[src/hw/rtl/lsct_pkg.sv]
// Package for the line sensor centroid tracker: sizes, register indexes, codes.
// No dependencies.
`default_nettype none
package lsct_pkg;
    localparam int CHANNELS_DEF    = 8;
    localparam int SAMPLE_BITS_DEF = 12;
    localparam int CFG_IDX_W       = 3;
    localparam int CFG_DATA_W      = 16;
    localparam int ERR_W           = 13;
    localparam int SUM_W           = 13;
    localparam int STATE_W         = 3;
    localparam int CMD_W           = 2;

    localparam logic [CMD_W-1:0] CMD_CLEAR = 2'd0;
    localparam logic [CMD_W-1:0] CMD_CALIB = 2'd1;
    localparam logic [CMD_W-1:0] CMD_COMP  = 2'd2;
    localparam logic [CMD_W-1:0] CMD_SPARE = 2'd3;

    localparam logic [STATE_W-1:0] LS_STRONG  = 3'd0;
    localparam logic [STATE_W-1:0] LS_WEAK    = 3'd1;
    localparam logic [STATE_W-1:0] LS_SLOW    = 3'd2;
    localparam logic [STATE_W-1:0] LS_FAST    = 3'd3;
    localparam logic [STATE_W-1:0] LS_STOPPED = 3'd4;
    localparam logic [STATE_W-1:0] LS_CALIB   = 3'd5;

    localparam logic [CFG_IDX_W-1:0] REG_STRONG = 3'd0;
    localparam logic [CFG_IDX_W-1:0] REG_WEAK   = 3'd1;
    localparam logic [CFG_IDX_W-1:0] REG_SLOWT  = 3'd2;
    localparam logic [CFG_IDX_W-1:0] REG_STOPT  = 3'd3;
    localparam logic [CFG_IDX_W-1:0] REG_SLOWV  = 3'd4;
    localparam logic [CFG_IDX_W-1:0] REG_FASTV  = 3'd5;
    localparam logic [CFG_IDX_W-1:0] REG_SPAN   = 3'd6;
endpackage
`default_nettype wire

[src/hw/rtl/line_sensor_centroid_tracker.sv]
// Line sensor centroid tracker top level: calibration store, shared divider, sequencer.
// Depends on lsct_pkg.
`default_nettype none
// One item at a time. Clear, calibrate and unused commands step through the channels
// one channel per cycle, then take a quality count over the channels. Compute uses one
// restoring divider, 26 bits wide for the default sizes, that serves every per-channel
// scale division and the final centroid division in turn, then the same quality pass.
// The input is not ready until the result beat has been taken.
module line_sensor_centroid_tracker #(
    parameter int CHANNELS    = lsct_pkg::CHANNELS_DEF,
    parameter int SAMPLE_BITS = lsct_pkg::SAMPLE_BITS_DEF
) (
    input  wire                                 i_clk,
    input  wire                                 i_rst_n,
    input  wire                                 s_axis_tvalid,
    output logic                                s_axis_tready,
    // samples, channel 0 lowest, zero padded to bytes
    input  wire  [((CHANNELS*SAMPLE_BITS+7)/8)*8-1:0] s_axis_tdata,
    // command
    input  wire  [lsct_pkg::CMD_W-1:0]          s_axis_tuser,
    output logic                                m_axis_tvalid,
    input  wire                                 m_axis_tready,
    // position_error[12:0], line_state[15:13], line_sum[28:16], calib_good[29]
    output logic [31:0]                         m_axis_tdata,
    input  wire                                 i_cfg_valid,
    output logic                                o_cfg_ready,
    input  wire  [lsct_pkg::CFG_IDX_W-1:0]      i_cfg_index,
    input  wire  [lsct_pkg::CFG_DATA_W-1:0]     i_cfg_data
);
    import lsct_pkg::*;

    localparam int CH_W   = $clog2(CHANNELS);
    localparam int CHC_W  = $clog2(CHANNELS + 1);
    localparam int SMAX   = (1 << SAMPLE_BITS) - 1;
    localparam int SC_W   = 10;                     // scaled value 0..1000
    localparam int VS_W   = $clog2(CHANNELS*1000 + 1);
    localparam int WS_W   = $clog2((CHANNELS-1)*1000*1000*CHANNELS + 1);
    localparam int NUM_W  = (WS_W > SAMPLE_BITS + 10) ? WS_W : SAMPLE_BITS + 10;
    localparam int DEN_W  = (VS_W > SAMPLE_BITS) ? VS_W : SAMPLE_BITS;
    localparam int IT_W   = $clog2(NUM_W + 1);
    localparam int CENTRE = ((CHANNELS - 1) * 1000) / 2;
    localparam int DW     = ((CHANNELS*SAMPLE_BITS+7)/8)*8;

    localparam logic [2:0] S_IDLE = 3'd0;
    localparam logic [2:0] S_CAL  = 3'd1;
    localparam logic [2:0] S_DIV  = 3'd2;
    localparam logic [2:0] S_ACC  = 3'd3;
    localparam logic [2:0] S_CDIV = 3'd4;
    localparam logic [2:0] S_FIN  = 3'd5;
    localparam logic [2:0] S_QUAL = 3'd6;
    localparam logic [2:0] S_OUT  = 3'd7;

    // configuration registers
    logic [12:0] r_strong, r_weak;
    logic [15:0] r_slowt, r_stopt;
    logic [11:0] r_slowv, r_fastv, r_span;
    assign o_cfg_ready = 1'b1;
    always_ff @(posedge i_clk) begin
        if (!i_rst_n) begin
            r_strong <= 13'd1200; r_weak <= 13'd800;
            r_slowt <= 16'd100; r_stopt <= 16'd500;
            r_slowv <= 12'd1500; r_fastv <= 12'd1800; r_span <= 12'd500;
        end else if (i_cfg_valid) begin
            case (i_cfg_index)
                REG_STRONG: r_strong <= i_cfg_data[12:0];
                REG_WEAK:   r_weak   <= i_cfg_data[12:0];
                REG_SLOWT:  r_slowt  <= i_cfg_data;
                REG_STOPT:  r_stopt  <= i_cfg_data;
                REG_SLOWV:  r_slowv  <= i_cfg_data[11:0];
                REG_FASTV:  r_fastv  <= i_cfg_data[11:0];
                REG_SPAN:   r_span   <= i_cfg_data[11:0];
                default: ;
            endcase
        end
    end

    // state
    logic [2:0]              r_st;
    logic [CMD_W-1:0]        r_cmd;
    logic [DW-1:0]           r_smp;
    logic [CHC_W-1:0]        r_ch;
    logic [SAMPLE_BITS-1:0]  r_min [CHANNELS];
    logic [SAMPLE_BITS-1:0]  r_max [CHANNELS];
    logic [ERR_W-1:0]        r_last;
    logic [15:0]             r_lost;
    logic [VS_W-1:0]         r_vsum;
    logic [WS_W-1:0]         r_wsum;
    logic [NUM_W-1:0]        r_q;      // dividend shifting into quotient
    logic [DEN_W:0]          r_rem;
    logic [DEN_W-1:0]        r_den;
    logic [IT_W-1:0]         r_it;
    logic [CHC_W-1:0]        r_good;
    logic [ERR_W-1:0]        r_err;
    logic [STATE_W-1:0]      r_ls;
    logic [SUM_W-1:0]        r_sum;
    logic                    r_cg;

    // current channel's operands
    logic [CH_W-1:0]         ch;
    logic [SAMPLE_BITS-1:0]  smp, mn, mx;
    assign ch  = r_ch[CH_W-1:0];
    assign smp = r_smp[ch*SAMPLE_BITS +: SAMPLE_BITS];
    assign mn  = r_min[ch];
    assign mx  = r_max[ch];

    // shared restoring divider step
    logic [DEN_W:0] trial;
    logic           fits;
    assign trial = {r_rem[DEN_W-1:0], r_q[NUM_W-1]};
    assign fits  = trial >= {1'b0, r_den};

    logic [NUM_W-1:0] qv;
    assign qv = {r_q[NUM_W-2:0], fits};

    // centroid finish
    logic signed [WS_W+1:0] e_full;
    logic signed [ERR_W-1:0] e_sat;
    logic signed [ERR_W+3:0] e7;
    logic [ERR_W+1:0]        e7_mag;   // |error*7| stays below 2^15
    logic [31:0]             e7_rcp;
    logic signed [ERR_W-1:0] e_weak;
    logic [15:0] lost_n;
    assign e_full = $signed({2'b00, r_q[WS_W-1:0]}) - (WS_W+2)'(CENTRE);
    assign e_sat  = (e_full > 4095) ? 13'sd4095 :
                    (e_full < -4096) ? $signed(13'h1000) : e_full[ERR_W-1:0];
    assign e7     = 17'(e_sat) * 17'sd7;
    // divide by ten via 2^19/10 reciprocal, exact for this range, sign restored after
    assign e7_mag = e7[ERR_W+3] ? (ERR_W+2)'(-e7) : (ERR_W+2)'(e7);
    assign e7_rcp = 32'(e7_mag) * 32'd52429;
    assign e_weak = e7[ERR_W+3] ? -e7_rcp[31:19] : e7_rcp[31:19];
    assign lost_n = (r_lost == 16'hFFFF) ? r_lost : r_lost + 16'd1;

    logic [SC_W+SAMPLE_BITS-1:0] v_clamp;
    assign v_clamp = (r_q > NUM_W'(1000)) ? (SC_W+SAMPLE_BITS)'(1000)
                                          : (SC_W+SAMPLE_BITS)'(r_q);

    assign s_axis_tready = (r_st == S_IDLE);
    assign m_axis_tvalid = (r_st == S_OUT);
    assign m_axis_tdata  = {2'b00, r_cg, r_sum, r_ls, r_err};

    // sequencer
    always_ff @(posedge i_clk) begin
        if (!i_rst_n) begin
            r_st <= S_IDLE; r_last <= '0; r_lost <= '0;
            for (int i = 0; i < CHANNELS; i++) begin
                r_min[i] <= SAMPLE_BITS'(SMAX); r_max[i] <= '0;
            end
        end else begin
            case (r_st)
                S_IDLE: if (s_axis_tvalid) begin
                    r_cmd <= s_axis_tuser; r_smp <= s_axis_tdata; r_ch <= '0;
                    r_vsum <= '0; r_wsum <= '0;
                    r_err <= '0; r_ls <= LS_CALIB; r_sum <= '0;
                    r_st <= (s_axis_tuser == CMD_COMP) ? S_DIV : S_CAL;
                    r_it <= '0;
                end
                S_CAL: begin
                    if (r_cmd == CMD_CLEAR) begin
                        r_min[ch] <= SAMPLE_BITS'(SMAX); r_max[ch] <= '0;
                    end else if (r_cmd == CMD_CALIB) begin
                        if (smp < mn) r_min[ch] <= smp;
                        if (smp > mx) r_max[ch] <= smp;
                    end
                    if (r_ch == CHC_W'(CHANNELS-1)) begin
                        r_st <= S_QUAL; r_ch <= '0; r_good <= '0;
                    end else r_ch <= r_ch + 1'b1;
                end
                S_DIV: begin
                    if (r_it == '0) begin
                        // load: (s-min)*1000 / range
                        r_q   <= NUM_W'((smp > mn) ? (smp - mn) : '0) * NUM_W'(1000);
                        r_den <= DEN_W'((mx > mn) ? (mx - mn) : SAMPLE_BITS'(1));
                        r_rem <= '0; r_it <= r_it + 1'b1;
                    end else begin
                        r_rem <= fits ? trial - {1'b0, r_den} : trial;
                        r_q   <= qv;
                        if (r_it == IT_W'(NUM_W)) r_st <= S_ACC;
                        r_it <= r_it + 1'b1;
                    end
                end
                S_ACC: begin
                    r_vsum <= r_vsum + VS_W'(v_clamp);
                    r_wsum <= r_wsum + WS_W'(v_clamp[SC_W-1:0]) * WS_W'(ch * 1000);
                    r_it <= '0;
                    if (r_ch == CHC_W'(CHANNELS-1)) r_st <= S_CDIV;
                    else begin
                        r_ch <= r_ch + 1'b1; r_st <= S_DIV;
                    end
                end
                S_CDIV: begin
                    if (r_it == '0) begin
                        r_q <= NUM_W'(r_wsum);
                        r_den <= (r_vsum == '0) ? DEN_W'(1) : DEN_W'(r_vsum);
                        r_rem <= '0; r_it <= r_it + 1'b1;
                    end else begin
                        r_rem <= fits ? trial - {1'b0, r_den} : trial;
                        r_q   <= qv;
                        if (r_it == IT_W'(NUM_W)) r_st <= S_FIN;
                        r_it <= r_it + 1'b1;
                    end
                end
                S_FIN: begin
                    r_sum <= (r_vsum > VS_W'(8191)) ? 13'd8191 : SUM_W'(r_vsum);
                    if (r_vsum > VS_W'(r_strong) || r_vsum > VS_W'(r_weak)) begin
                        r_lost <= '0; r_last <= e_sat;
                        if (r_vsum > VS_W'(r_strong)) begin
                            r_err <= e_sat; r_ls <= LS_STRONG;
                        end else begin
                            r_err <= e_weak; r_ls <= LS_WEAK;
                        end
                    end else begin
                        r_lost <= lost_n;
                        if (lost_n < r_slowt) begin
                            r_err <= r_last[ERR_W-1] ? -{1'b0, r_slowv} : {1'b0, r_slowv};
                            r_ls <= LS_SLOW;
                        end else if (lost_n < r_stopt) begin
                            r_err <= r_last[ERR_W-1] ? -{1'b0, r_fastv} : {1'b0, r_fastv};
                            r_ls <= LS_FAST;
                        end else begin
                            r_err <= '0; r_ls <= LS_STOPPED;
                        end
                    end
                    r_st <= S_QUAL; r_ch <= '0; r_good <= '0;
                end
                S_QUAL: begin
                    if (mx > mn && (mx - mn) > r_span) r_good <= r_good + 1'b1;
                    if (r_ch == CHC_W'(CHANNELS-1)) begin
                        r_cg <= ((mx > mn && (mx - mn) > r_span) ? r_good + 1'b1 : r_good)
                                >= CHC_W'(CHANNELS-2);
                        r_st <= S_OUT;
                    end else r_ch <= r_ch + 1'b1;
                end
                S_OUT: if (m_axis_tready) r_st <= S_IDLE;
                default: r_st <= S_IDLE;
            endcase
        end
    end

`ifndef SYNTHESIS
    a_ready_idle: assert property (@(posedge i_clk) disable iff (!i_rst_n)
        s_axis_tready |-> !m_axis_tvalid) else $error("ready while result held");
    a_out_hold: assert property (@(posedge i_clk) disable iff (!i_rst_n)
        m_axis_tvalid && !m_axis_tready |=> $stable(m_axis_tdata))
        else $error("result changed while stalled");
    a_calib_zero: assert property (@(posedge i_clk) disable iff (!i_rst_n)
        m_axis_tvalid && r_ls == LS_CALIB |-> r_err == '0 && r_sum == '0)
        else $error("calibration result not zero");
`endif
endmodule
`default_nettype wire
[config.mk]
export PLATFORM = sky130hd
export DESIGN_NAME = line_sensor_centroid_tracker
export DESIGN_NICKNAME = d
export VERILOG_FILES = /design/src/hw/rtl/lsct_pkg.sv /design/src/hw/rtl/line_sensor_centroid_tracker.sv
export SDC_FILE = /design/constraint.sdc
export NUM_CORES = 2
export LEC_CHECK = 0
export BUFFER_PORTS_ARGS = -buffer_cell sky130_fd_sc_hd__buf_2
export CAP_MARGIN = 20
export CORE_MARGIN = 3
export CORE_UTILIZATION = 55
export CTS_CLUSTER_DIAMETER = 30
export DETAILED_ROUTE_END_ITERATION = 10
export GPL_TIMING_DRIVEN = 0
export PLACE_DENSITY = 0.75
export SLEW_MARGIN = 20
export SYNTH_ARGS = -nofsm -noshare
export SYNTH_HDL_FRONTEND = slang
export SYNTH_SLANG_ARGS = --single-unit
export TNS_END_PERCENT = 1
[constraint.sdc]
create_clock -name i_clk -period 14.7 [get_ports i_clk]
set_input_delay 1.47 -clock i_clk [delete_from_list [all_inputs] [get_ports i_clk]]
set_output_delay 1.47 -clock i_clk [all_outputs]
set_load 0.1 [all_outputs]
==> results.yml <==
sta:
  max_slew_margin_pct: 25.4
  fin_crit_sh_pct: 97.0
  tightest_slew_ns: 1.12
  finalHoldViolCount: 0
  setup_viol: 0
  finalCriticalPeriod_ns: 14.27
  timing.fmax_mhz: 70.1
  finalClockSkew_ns: 0.101
  setup_ws_ns: 0.434
  finalMaxSlewViolations: 0
cts:
  clk-insertion-delay-late_ns: 0.72
  cts_buffers: 108
  cts_root_buffer: "clkbuf_16"
  clk_pin_slew_ns: 0.05
  clockBufferDepth: 3
  h-tree-depth: 3
  hold_buffers: 0
  cts.sinks: 538
  cts_tree: "built"
layout:
  final_common_cell: "nand2_1"
  layout_common_cells: "529 x nand2_1, 468 x inv_1, 421 x edfxtp_1, 406 x ha_1, 344 x nor2_1"
  fillerInstances: 5556
  antennaDiodeCount: 0
  drive_gt1_share_pct: 12.6
  nets: 5051
  area_delta_synth_final_pct: 15.4
status:
  status: "finished, final reports clean"
global_route:
  grt_pass1_wl_mm: 167
  grt_pass1_vias: 31232
  globalRouteTotalUtil_pct: 27.4
  grt_max_degree: 62
  antenna_found_initial: 3
  overflow: 0
worst_setup_path:
  reg2reg_to: "r_err[8]$_SDFFCE_PN0P_"
  critical_path_required_ns: 15.06
  r2r_cells: 58
  cpMostUsedCell: "ha_1"
  end_kind: "flip-flop"
  path_class: "flip-flop to flip-flop"
  crit_fanout: 10
  cp-start-kind: "flip-flop"
  cp.arrival_ns: 14.63
  rr_startpoint: "r_q[3]$_DFFE_PP_"
  slowest_delay_ns: 0.54
  slowest_stage: "or4_4"
  r2r_slack_ns: 0.43
place:
  portBuffers: 150
  globalplace.congestion: 0.950
  pre_cts_slack_ns: -0.453
  place_hpwl_mm: 79.4
synthesis:
  async_flop_share_pct: 0
  ys_types: 106
  synthFlopType: "edfxtp_1"
  synthAdderAreaFrac_pct: 21.7
  ys_ff_latch: 538
  synth_cells: 4055
  ys_top_cells_by_area: "edfxtp_1 31%, ha_1 13%, fa_1 9.0%"
  synth_top_cell_by_area: "edfxtp_1"
  synth_top_area_share_pct: 31.4
  ys.warnings.count: 0
  synth_compound_area_share_pct: 11.2
  synth_xor_area_share_pct: 4.13
  yosys.area_share.simple_pct: 14.4
  muxShareOfSynthArea_pct: 5.15
  synth-edff-count: 421
  syn_area_um2: 40300
  ys_seq_area_share_pct: 37.2
  avgSynthCellArea_um2: 9.93
  synth_top_family_by_area: "adder cells"
floorplan:
  num_rows: 98
  io_pins: 157
  initial_utilization_pct: 55.9
  fp.dieH_um: 277
  core_um2: 72000
  die-area_um2: 76500
  die_w_um: 277
route:
  vias_per_cell: 5.84
  wl_mm: 106
  postRouteAntennaNets: 0
  drt-pass1-iter-count: 6
  drtIter0Drc: 2796
  wl_per_cell_um: 19.7
  num_vias: 31451
  drc: 0
hold_path:
  hp-class: "flip-flop to flip-flop"
  worstHoldPathCells: 2
  hp-start: "r_weak[10]$_SDFFE_PN0P_"
  worstHoldEndpoint: "r_weak[10]$_SDFFE_PN0P_"
job:
  maxCapViolCount: 0
## registers in the layout, indices dropped and copies added, names as in the netlist, 5 cells and up, named ones only
name / count
r_den: 13
r_it: 5
r_slowv: 12
r_fastv: 12
r_wsum: 23
r_span: 12
r_smp: 96
r_err: 13
r_max: 96
r_vsum: 13
r_rem: 13
r_min: 96
r_weak: 13
r_strong: 13
r_q: 26
r_lost: 16
r_sum: 13
r_slowt: 16
r_stopt: 16
## synthesized netlist by cell type (55+ instances only)
master / instances
dfxtp_1: 117
fa_1: 182
xnor2_1: 125
edfxtp_1: 421
nor3_1: 55
inv_1: 468
a21o_1: 62
mux4_2: 72
nand2_1: 529
ha_1: 407
nor2_1: 351
o21ai_0: 119
a21oi_1: 244
nand3_1: 78
xor2_1: 65
clkbuf_1: 116
## repair_timing
item / in CTS / in global routing
endpoints found under the setup margin: 10 / 12
pin swaps: 1 / 6
buffers inserted: 4 / 5
resized for setup: 5 / 36
## layer usage
metal / global-route usage (%) / vias to the layer above / wire, um
li1: - / 14658 / -
met1: 35.6 / 15062 / 43000
met2: 45.1 / 1420 / 49800
met3: 5.14 / 309 / 8430
met4: 11.3 / 2 / 4680
met5: 0 / - / 16
## worst max-delay path, delay by kind of cell, from the launching register on
kind                     cells  cell delay, ns
buffers and inverters       13            1.58
flip-flops                   1            0.43
AO/OA/AOI/OAI               21            4.79
AND/OR/NAND/NOR             10            2.84
XOR/XNOR                     2            0.31
adder cells (fa/ha/maj)     12            3.99
## cell type report
class | instances | area [um2] | share of cell area [%]
tap | 950 | 1190 | 2.56
buffer | 159 | 724 | 1.56
clock buffer | 127 | 2810 | 6.06
sequential | 538 | 15000 | 32.2
inverter | 473 | 1780 | 3.82
multi-input combinational | 2888 | 23100 | 49.7
timing repair buffer | 172 | 997 | 2.15
clock inverter | 78 | 902 | 1.94
## metrics by stage
step                hold WS, ns  cells  area, um2  TNS (ns)  util [%]
finish                    0.452   5385      46500         0      64.6
global route              0.467   5385      46500   -0.0614      64.6
CTS                       0.453   5380      46300         0      64.3
detailed placement        0.447   5171      42500     -1.59      59.0
global placement          0.441   5158      42200     -1.10      58.7
floorplan                 0.434   4058      40300         0         -
## how the worst max path moves through the flow
stage | slack, ns | from | depth (start not counted) | endpoint
floorplan | 1.36 | r_q[3]$_DFFE_PP_ | 52 | r_err[8]$_SDFFCE_PN0P_
global placement | -0.37 | r_q[22]$_DFFE_PP_ | 52 | r_err[8]$_SDFFCE_PN0P_
detailed placement | -0.45 | r_q[3]$_DFFE_PP_ | 54 | r_err[8]$_SDFFCE_PN0P_
CTS | 0.07 | r_q[4]$_DFFE_PP_ | 51 | r_err[8]$_SDFFCE_PN0P_
global route | -0.06 | r_q[3]$_DFFE_PP_ | 56 | r_err[8]$_SDFFCE_PN0P_
finish | 0.43 | r_q[3]$_DFFE_PP_ | 58 | r_err[8]$_SDFFCE_PN0P_
## kinds of logic after synthesis
logic type | Yosys count
and+or+nand+nor | 1287
buffers and inverters | 632
xor gates and xnor gates | 190
muxes | 116
AOI/OAI and AO/OA | 701
adders and majority gates | 589
other | 2
DFF | 538
Power is not shown: default switching activity piles up to over one toggle a cycle in this logic, so the estimate is an artifact.
